**src/rtl/assert_macros.svh**
```systemverilog
// Assertion macros used by the top-level RTL file.
`ifndef ASSERT_MACROS_SVH
`define ASSERT_MACROS_SVH
`ifndef SYNTH
`define ASSERT_IMPLIES(label, clk, rst_n, a, b) \
    label: assert property (@(posedge clk) disable iff (!rst_n) (a) |-> (b)) \
        else $error("assertion failed");
`define ASSERT_NEXT(label, clk, rst_n, a, b) \
    label: assert property (@(posedge clk) disable iff (!rst_n) (a) |=> (b)) \
        else $error("assertion failed");
`else
`define ASSERT_IMPLIES(label, clk, rst_n, a, b)
`define ASSERT_NEXT(label, clk, rst_n, a, b)
`endif
`endif

```
**src/rtl/qapp_pkg.sv**
```systemverilog
// Shared types and constants of the quarter arc point projector.
`default_nettype none
package qapp_pkg;
    localparam int WIDE_BITS = 64;
    localparam int ZB = 32;
    localparam logic [ZB-1:0] ATAN_TURNS [24] = '{
        32'd536870912, 32'd316933406, 32'd167458907, 32'd85004756, 32'd42667331,
        32'd21354465, 32'd10679838, 32'd5340245, 32'd2670163, 32'd1335087,
        32'd667544, 32'd333772, 32'd166886, 32'd83443, 32'd41722, 32'd20861,
        32'd10430, 32'd5215, 32'd2608, 32'd1304, 32'd652, 32'd326, 32'd163, 32'd81};
    localparam logic signed [31:0] GAIN_Q30 = 32'sd652032874;
    typedef enum logic [2:0] {
        REG_LEFT = 3'd0, REG_RIGHT = 3'd1, REG_BOTTOM = 3'd2,
        REG_TOP = 3'd3, REG_RADIUS = 3'd4, REG_CORNER = 3'd5
    } t_reg_idx;
    typedef enum logic {REQ_SELECT = 1'b0, REQ_PROJECT = 1'b1} t_req;
    typedef struct packed {
        logic              valid;
        logic              req;
        logic [15:0]       heading;
        logic              in_box;
        logic              setup_ok;
    } t_side;
endpackage
`default_nettype wire

```
**src/rtl/qapp_vec_cell.sv**
```systemverilog
// One vectoring CORDIC stage: rotates toward the x axis, accumulates angle.
`default_nettype none
module qapp_vec_cell
    import qapp_pkg::*;
#(
    parameter int STAGE = 0
) (
    input  wire logic                        i_clk,
    input  wire logic                        i_en,
    input  wire logic signed [WIDE_BITS-1:0] i_x,
    input  wire logic signed [WIDE_BITS-1:0] i_y,
    input  wire logic [ZB-1:0]               i_z,
    output logic signed [WIDE_BITS-1:0]      o_x,
    output logic signed [WIDE_BITS-1:0]      o_y,
    output logic [ZB-1:0]                    o_z
);
    logic signed [WIDE_BITS-1:0] xs, ys;
    assign xs = i_x >>> STAGE;
    assign ys = i_y >>> STAGE;
    always_ff @(posedge i_clk) begin
        if (i_en) begin
            if (i_y > 0) begin
                o_x <= i_x + ys; o_y <= i_y - xs; o_z <= i_z + ATAN_TURNS[STAGE];
            end else if (i_y < 0) begin
                o_x <= i_x - ys; o_y <= i_y + xs; o_z <= i_z - ATAN_TURNS[STAGE];
            end else begin
                o_x <= i_x; o_y <= i_y; o_z <= i_z;
            end
        end
    end
endmodule
`default_nettype wire

```
**config.mk**
```make
export PLATFORM = sky130hd
export DESIGN_NAME = qapp_vec_cell
export DESIGN_NICKNAME = d
export VERILOG_FILES = /design/src/rtl/assert_macros.svh /design/src/rtl/qapp_pkg.sv /design/src/rtl/qapp_vec_cell.sv
export SDC_FILE = /design/constraint.sdc
export NUM_CORES = 1
export LEC_CHECK = 0
export BUFFER_PORTS_ARGS = -buffer_cell sky130_fd_sc_hd__buf_2
export CAP_MARGIN = 5
export CORE_MARGIN = 2
export CORE_UTILIZATION = 40
export DETAILED_ROUTE_END_ITERATION = 16
export SLEW_MARGIN = 15
export SYNTH_ARGS = -nofsm -noshare
export SYNTH_HDL_FRONTEND = slang
export SYNTH_SLANG_ARGS = --single-unit
```
**constraint.sdc**
```tcl
create_clock -name i_clk -period 7.7 [get_ports i_clk]
set_clock_uncertainty 0.15 [all_clocks]
set_input_delay 0.77 -clock i_clk [delete_from_list [all_inputs] [get_ports i_clk]]
set_output_delay 0.77 -clock i_clk [all_outputs]
set_load 0.03 [all_outputs]
```
# --- Word level (Yosys, flattened, before mapping) ---
# Index checks and enable logic that the tools add are counted.
op_classes:
  n_lt_le_gt_ge: 2
  n_addsub: 5
  n_mux: 6
ops:
  columns: ["op", "n"]
  rows:
  - ["64-bit 2-to-1 mux", 4]
  - ["64-bit subtractor", 2]
  - ["64-bit adder", 1]
  - ["64-bit by 1-bit > comparator with 1-bit output (second input constant)", 1]
  - ["64-bit by 1-bit less-than comparator with 1-bit output (second input constant)", 1]
  - ["32-bit 2-to-1 mux", 2]
  - ["32-bit by 30-bit adder with 32-bit output (second input constant)", 1]
  - ["32-bit by 30-bit subtractor with 32-bit output (second input constant)", 1]
totals:
  register_bits: 160
  word_cells: 16
  out_inout_bits: 160

# --- Depth between registers and ports, before layout ---
# Gate-level depths: netlist of the first run.
logic_depth:
  ltp_word: 3
  ltp_mapped: 15
  depth_no_buf: 15

# --- Worst setup path before layout of the first run ---
# Ideal clock, no wire load.
synth_path:
  path_type: "input port to flip-flop"
  from: "input port i_x[30]"
  to: "register o_y[56], data pin"
  path_stages: 14
  t_arrival_ps: 3867
  setup_time_ps: 266
  required_ps: 7284
  path_slack_ps: 3416
  path_cell_list: "inv_1 > ha_1 > buf_6 > or4_4 > or4_4 > nor3_4 > nand2_1 > o21ai_1 > a311oi_2 > o41ai_4 > a31oi_2 > or3_4 > a32oi_1 > a22oi_2"
synth_between:
  elab_chain_cells: 3
  word_cells_on_any_way: 4
  cone_classes: "2 x add/sub; 2 x mux"
synth_rtl:
  columns: ["item", "line_no", "rtl"]
  rows:
  - ["from (decl)", "qapp_vec_cell.sv:10", "input wire logic signed [WIDE_BITS-1:0] i_x,"]
  - ["64-bit adder", "qapp_vec_cell.sv:25", "o_x <= i_x - ys; o_y <= i_y + xs; o_z <= i_z - ATAN_TURNS[STAGE];"]
  - ["64-bit 2-to-1 mux", "qapp_vec_cell.sv:24", "end else if (i_y < 0) begin"]
  - ["64-bit 2-to-1 mux (*)", "qapp_vec_cell.sv:22", "if (i_y > 0) begin"]
  - ["to (signal assigned)", "qapp_vec_cell.sv:23", "o_x <= i_x + ys; o_y <= i_y - xs; o_z <= i_z + ATAN_TURNS[STAGE];"]
  - ["to (signal assigned)", "qapp_vec_cell.sv:25", null]
  - ["to (signal assigned)", "qapp_vec_cell.sv:27", "o_x <= i_x; o_y <= i_y; o_z <= i_z;"]
  - ["to (decl)", "qapp_vec_cell.sv:14", "output logic signed [WIDE_BITS-1:0] o_y,"]
# Mark *: on every way between the ends. The rest lies on a longest branch, timed or not.
# A chain may end at the register's enable or synchronous reset.

# --- Worst setup path after layout of the first run ---
layout_path:
  from: "input port i_y[0]"
  to: "register o_y[62], data pin"
layout_between:
  elab_chain_cells: 3
  word_cells_on_any_way: 6
  cone_classes: "2 x add/sub; 2 x order compare; 2 x mux"
layout_rtl:
  columns: ["item", "line_no", "rtl"]
  rows:
  - ["from (decl)", "qapp_vec_cell.sv:11", "input wire logic signed [WIDE_BITS-1:0] i_y,"]
  - ["64-bit adder / 64-bit by 1-bit less-than comparator with 1-bit output (equally long branches)", "qapp_vec_cell.sv:25, qapp_vec_cell.sv:24", null]
  - ["64-bit 2-to-1 mux", "qapp_vec_cell.sv:24", null]
  - ["64-bit 2-to-1 mux (*)", "qapp_vec_cell.sv:22", null]
# Marks and branches as above.

==> flow_metrics.tcl, run 1 <==
set metrics [dict create \
    status "completed" \
    clock.fmax_mhz 189 \
    ir_drop_mv 0.150 \
    coreArea_um2 45500 \
    synth_cell_type_count 71 \
    dpl-instance-area_um2 20500 \
    cts_buffers 17 \
    ant_nets 0 \
    num_rows 78 \
    start_util 0.406 \
    slowest_delay_ns 0.77 \
    nets 2967 \
    hp-start "i_z[4]" \
    wl_per_cell_um 25.5 \
    busiest_layer "met2" \
    powerDensity_nw_per_um2 182 \
    layout-drive-gt1-share 0.156 \
    end_kind "register" \
    cap_viol_max_count 0 \
    wirelength_um 81900 \
    synth_nets 2749 \
    crit_required_ns 7.81 \
    dieArea_um2 47900 \
    drt-pass1-iter-count 7 \
    synth_edf_count 160 \
    async_flop_share 0 \
    syn_area_um2 18500 \
    synth_area_leaders "edfxtp_1 (26%), ha_1 (14%), a21oi_1 (9.0%)" \
    worstPathCellList "buf_2 -> ha_1 -> fa_1 -> nor2b_1 -> o211ai_1 -> a31oi_1 -> o21ai_1 -> nor4_1 -> o2111ai_1 -> o311ai_0 -> o22a_1 -> o31ai_1 -> a221o_1 -> and2_1" \
    drc 0 \
    synth_seq_area_share 0.260 \
    grt_use_met1 0.445 \
    path_delay_family "compound AO/OA/AOI/OAI gates" \
    root_buffer "clkbuf_16" \
    fillers 4717 \
    slowest_stage "nor4_1" \
    cp_max_fo 4 \
    htree_levels 4 \
    setup_tns_ns 0 \
    syn_area_per_cell_um2 7.77 \
    post-route-min-period_ns 5.30 \
    place_hpwl_um 63400 \
    critPathLaunchType "input pin" \
    hold_depth 1 \
    synthFlopType "edfxtp_1" \
    antenna_found_initial 4 \
    utilization 0.464 \
    synth_top_area_frac 0.260 \
    p_leak_nw 8.92 \
    grt_pass1_vias 19100 \
    arrival_ns 5.41 \
    relSlewSlack 0.247 \
    pin_count 322 \
    cts-resized-gates 0 \
    worst-setup-path-type "in2reg" \
    grt_max_degree 92 \
    finalMaxSlewViolations 0 \
    io_buffers 321 \
    ctsHoldBuffers 0 \
    finalCritPeriodShare 0.688 \
    clk_path_buf_depth 2 \
    clk_pin_slew_worst_paths_ns 0.07 \
    syn_inst 2379 \
    grtUsageTotal 0.335 \
    hold_viol 0 \
    cp_num_buf_inv 1 \
    holdCritPathClass "in2reg" \
    met2_usage 0.522 \
    layout_commonest_cell "a21oi_1" \
    cts_tree "yes" \
    grt.met3_usage 0.0607 \
    ys_ff_latch 160 \
    rsz0062_at_grt "no" \
    tightestPinTransition_ns 1.12 \
    total_power_mw 3.83 \
    finalSetupViolations 0 \
    holdWs_ns 0.292 \
    die_h_um 219 \
    cts_sinks 160 \
    vias 20500 \
    initialDrtViolationCount 2290 \
    place.gp.congestion 1.03 \
    overflow 0 \
    yosys.area.top_type "edfxtp_1" \
    viasPerCell 6.36 \
    fp.dieW_um 219 \
    holdPathEnd "o_z[4]$_DFFE_PP_" \
    final_cell_mix "a21oi_1 (331), buf_2 (319), nor2_1 (209)" \
    post_cts_buffers 0 \
    ys_warn_count 0 \
    area_delta_synth_final_pct 14.1 \
    grt_pass1_wl_um 120000 \
    design_area_um2 21100 \
]
-- where the power goes --
part | internal (mW) | total (mW) | switching [mW]
Sequential | 1.11 | 1.15 | 0.0357
Clock | 0.493 | 0.941 | 0.448
Combinational | 0.522 | 1.74 | 1.22
Total | 2.13 | 3.83 | 1.70
-- sequential cells by signal, summed over array words and instances (netlist names) --
name / cells
o_x: 64
o_y: 64
o_z: 32
-- metrics by stage --
stage | std cells | setup slack [ns]
floorplan | 2379 | 3.42
global placement | 3178 | 2.19
detailed placement | 3178 | 2.10
CTS | 3210 | 2.63
global route | 3213 | 2.29
finish | 3213 | 2.40
-- synth_stat cells (all sizes together) (7+ instances only) --
library cell and n:
a21oi 331, nor2 210, ha 205, inv 195
o21ai 176, nand2 172, edfxtp 160, clkbuf 128
o21bai 59, xnor2 58, a221oi 48, nor4 47
nand4 45, nor3 43, a21o 42, nand3 39
o22ai 35, o31ai 29, o211ai 27, a22oi 26
a31oi 24, a211oi 20, o221ai 20, nor2b 18
nand2b 17, o21a 17, o22a 16, or3 14
buf 11, a21boi 9, and2 9, or2 9
a221o 8, o2111ai 8, mux2i 7, o31a 7
-- layer usage --
layer,vias up,part of all wire
met5,-,0.00015
met4,2,0.053
met3,211,0.082
met2,1120,0.45
met1,9819,0.42
li1,9298,-
-- final cells by class --
class / instances / area, um^2 / share of cell area
Multi-Input combinational cell: 1880 / 12400 / 0.589
Sequential cell: 160 / 4800 / 0.228
Antenna cell: 3 / 7.51 / 0.000356
Clock buffer: 17 / 425 / 0.0202
Clock inverter: 15 / 191 / 0.00908
Timing Repair Buffer: 338 / 1740 / 0.0827
Inverter: 200 / 751 / 0.0356
Tap cell: 600 / 751 / 0.0356
-- how the worst max path moves through the flow --
stage / startpoint / to / cells after the start
6_report: i_y[0] / o_y[62]$_DFFE_PP_ / 14
5_1_grt: i_x[4] / o_y[62]$_DFFE_PP_ / 14
4_1_cts: i_x[11] / o_y[62]$_DFFE_PP_ / 13
3_5_place_dp: i_x[11] / o_y[62]$_DFFE_PP_ / 13
3_3_place_gp: i_x[11] / o_y[62]$_DFFE_PP_ / 13
2_1_floorplan: i_x[30] / o_y[56]$_DFFE_PP_ / 14
-- cells by family (layout without fill, tap and decap cells) --
| group | after synthesis | after routing | share of synthesized area |
|---|---|---|---|
| AOI/OAI and AO/OA | 960 | 960 | 0.333 |
| adders and majority gates | 208 | 208 | 0.142 |
| xor gates and xnor gates | 59 | 59 | 0.0280 |
| muxes | 8 | 8 | 0.00440 |
| other | 0 | 3 | 0 |
| and+or+nand+nor | 645 | 645 | 0.164 |
| buffers and inverters | 339 | 570 | 0.0693 |
| DFF | 160 | 160 | 0.260 |
Power figures use the tool's default switching activity.
==> run 2, diff against run 1 <==
--- a/config.mk
+++ b/config.mk
@@ -5,6 +5,7 @@
 export SDC_FILE = /design/constraint.sdc
 export NUM_CORES = 1
 export LEC_CHECK = 0
+export ABC_AREA = 1
 export BUFFER_PORTS_ARGS = -buffer_cell sky130_fd_sc_hd__buf_2
 export CAP_MARGIN = 5
 export CORE_MARGIN = 2
==> constraint.sdc (replaced) <==
create_clock -name i_clk -period 4.9 [get_ports i_clk]
set_clock_uncertainty 0.15 [all_clocks]
set_input_delay 0.49 -clock i_clk [delete_from_list [all_inputs] [get_ports i_clk]]
set_output_delay 0.49 -clock i_clk [all_outputs]
set_load 0.03 [all_outputs]
==> flow_metrics.tcl, run 2 <==
set metrics [dict create \
    status "completed" \
    clk_path_buf_depth 2 \
    cts_sinks 160 \
    critPathLaunchType "input pin" \
    grtUsageTotal 0.354 \
    synth.most_common_cell "nand2_1" \
    nets 4631 \
    syn_inst 3990 \
    power_switching_mw 3.09 \
    synthFlopType "edfxtp_1" \
    area_delta_synth_final_pct 12.1 \
    rsz0062_at_grt "no" \
    root_buffer "clkbuf_16" \
    largestRegisters "o_x (64), o_y (64), o_z (32)" \
    synth_edf_count 160 \
    grt.met3_usage 0.0506 \
    async_flop_share 0 \
    pin_count 322 \
    layout-drive-gt1-share 0.112 \
    cts-resized-gates 0 \
    synth_seq_area_share 0.207 \
    num_rows 88 \
    hp-start "i_z[10]" \
    drt-pass1-iter-count 6 \
    final_cell_mix "nand2_1 (1452), inv_1 (831), nand3_1 (329)" \
    syn_area_um2 23200 \
    grt_max_degree 89 \
    hold_depth 1 \
    synth_cell_type_count 43 \
    finalCritPeriodShare 0.659 \
    drc 0 \
    critPathLaunch "i_y[61]" \
    hold_viol 0 \
    pwr-share-seq 0.283 \
    wl_per_cell_um 21.3 \
    ir_drop_mv 0.301 \
    yosys.area.top_type "nand2_1" \
    io_buffers 321 \
    powerDensity_nw_per_um2 243 \
    viasPerCell 5.21 \
    coreArea_um2 57600 \
    end_kind "register" \
    ys_ff_latch 160 \
    holdCritPathClass "in2reg" \
    ctsHoldBuffers 17 \
    design_area_um2 26000 \
    p_comb_frac 0.492 \
    place_hpwl_um 91300 \
    layout_commonest_cell "nand2_1" \
    htree_levels 4 \
    ant_nets 0 \
    finalMaxSlewViolations 0 \
    initialDrtViolationCount 2864 \
    place.gp.congestion 1.03 \
    cts_tree "yes" \
    p_leak_nw 14.7 \
    crit_required_ns 4.92 \
    clock.fmax_mhz 310 \
    syn_area_per_cell_um2 5.82 \
    post-route-min-period_ns 3.23 \
    tightestPinTransition_ns 0.953 \
    synth_nets 4360 \
    grt_pass1_wl_um 155000 \
    cp_max_fo 49 \
    busiest_layer "met2" \
    dp_worst_setup_slack_ns 1.29 \
    dpl-instance-area_um2 25300 \
    start_util 0.403 \
    dieArea_um2 60000 \
    cap_viol_max_count 0 \
    worst-setup-path-type "in2reg" \
    wirelength_um 107000 \
    die_h_um 245 \
    layout_setup_ws_ns 1.67 \
    final_cells 5044 \
    finalSetupViolations 0 \
    fillers 6528 \
    grt_use_met1 0.514 \
    clkPwrFrac 0.226 \
    fp.dieW_um 245 \
    ys_warn_count 0 \
    clk_pin_slew_worst_paths_ns 0.10 \
    met2_usage 0.528 \
    vias 26300 \
    synth_common_cells "nand2_1 (1452), inv_1 (831), nand3_1 (329)" \
    antenna_found_initial 7 \
    p_int_mw 3.24 \
    synth_area_leaders "nand2_1 (23%), edfxtp_1 (21%), inv_1 (13%)" \
    setup_tns_ns 0 \
    synth_top_area_frac 0.235 \
    swShare 0.488 \
    dp.cells 4990 \
    post_cts_buffers 0 \
    grt_pass1_vias 24400 \
    cts_buffers 17 \
    overflow 0 \
    arrival_ns 3.24 \
    relSlewSlack 0.362 \
    total_power_mw 6.33 \
]
run 2: changes by cell type in the layout (fill, tap and decap cells not counted), sizes merged, moves of 29 or more:
cell	before	now
xor2	1	58
a21o	42	2
o21ai	176	126
xnor2	58	5
o21bai	59	13
a21oi	331	186
a221oi	48	0
nor4	47	9
nor2	210	330
nand2	172	1483
nand3	39	335
o31ai	29	0
inv	205	850
run 2: worst paths after layout:
kind,endpoint,slack (ns)
worst min-delay path,o_z[10]$_DFFE_PP_,0.02
worst max-delay path,o_x[25]$_DFFE_PP_,1.67
run 2: critical path, cell delays in order:
cell and delay [ns]:
buf_2 0.12, inv_1 0.21, nand4_1 0.13, nor2_1 0.20, nand3_1 0.18, nor2_1 0.16
nand2_2 0.56, nand2_4 0.23, clkinv_2 0.07, buf_4 0.33, nand3_1 0.24, o211ai_1 0.27
run 2: logic make-up (layout without fill, tap and decap cells):
logic type	after synthesis	count (layout)	share of synthesized area
AND/OR/NAND/NOR	2250	2250	0.407
flip-flops	160	160	0.207
AO/OA/AOI/OAI	369	369	0.0867
adder cells (fa/ha/maj)	208	208	0.113
XOR/XNOR	63	63	0.0238
other	0	5	0
buffers and inverters	940	1224	0.163
run 2: cell type report:
type | count | area, um^2 | area share
multi-input combinational | 2890 | 14600 | 0.562
sequential | 160 | 4800 | 0.184
inverter | 846 | 3180 | 0.122
timing repair buffer | 346 | 1870 | 0.0718
tap | 765 | 957 | 0.0368
clock buffer | 17 | 425 | 0.0163
clock inverter | 15 | 153 | 0.00586
antenna | 5 | 12.5 | 0.000480
run 2: per-stage QoR:
| stage | util | hold WS (ns) |
|---|---|---|
| floorplan | - | 0.439 |
| global placement | 0.439 | 0.517 |
| detailed placement | 0.439 | 0.519 |
| CTS | 0.452 | 0.00114 |
| global route | 0.452 | 0.00431 |
| finish | 0.452 | 0.0233 |
run 2: per-layer routing:
metal / vias to the layer above / share of wire / routed length, um
met5: - / 0.00039 / 42
met4: 6 / 0.035 / 3780
met3: 143 / 0.085 / 9100
met2: 1187 / 0.41 / 44500
met1: 12100 / 0.47 / 50000
li1: 12800 / - / -
run 2: power by group through the flow:
stage	Sequential, mW	Combinational [mW]	Clock, mW
final	1.79	3.11	1.43
after global routing	1.81	3.36	1.50
after CTS	1.79	3.03	1.45
after detailed placement	1.82	3.01	0
after global placement	1.82	3.02	0
after floorplan	2.19	1.60	0
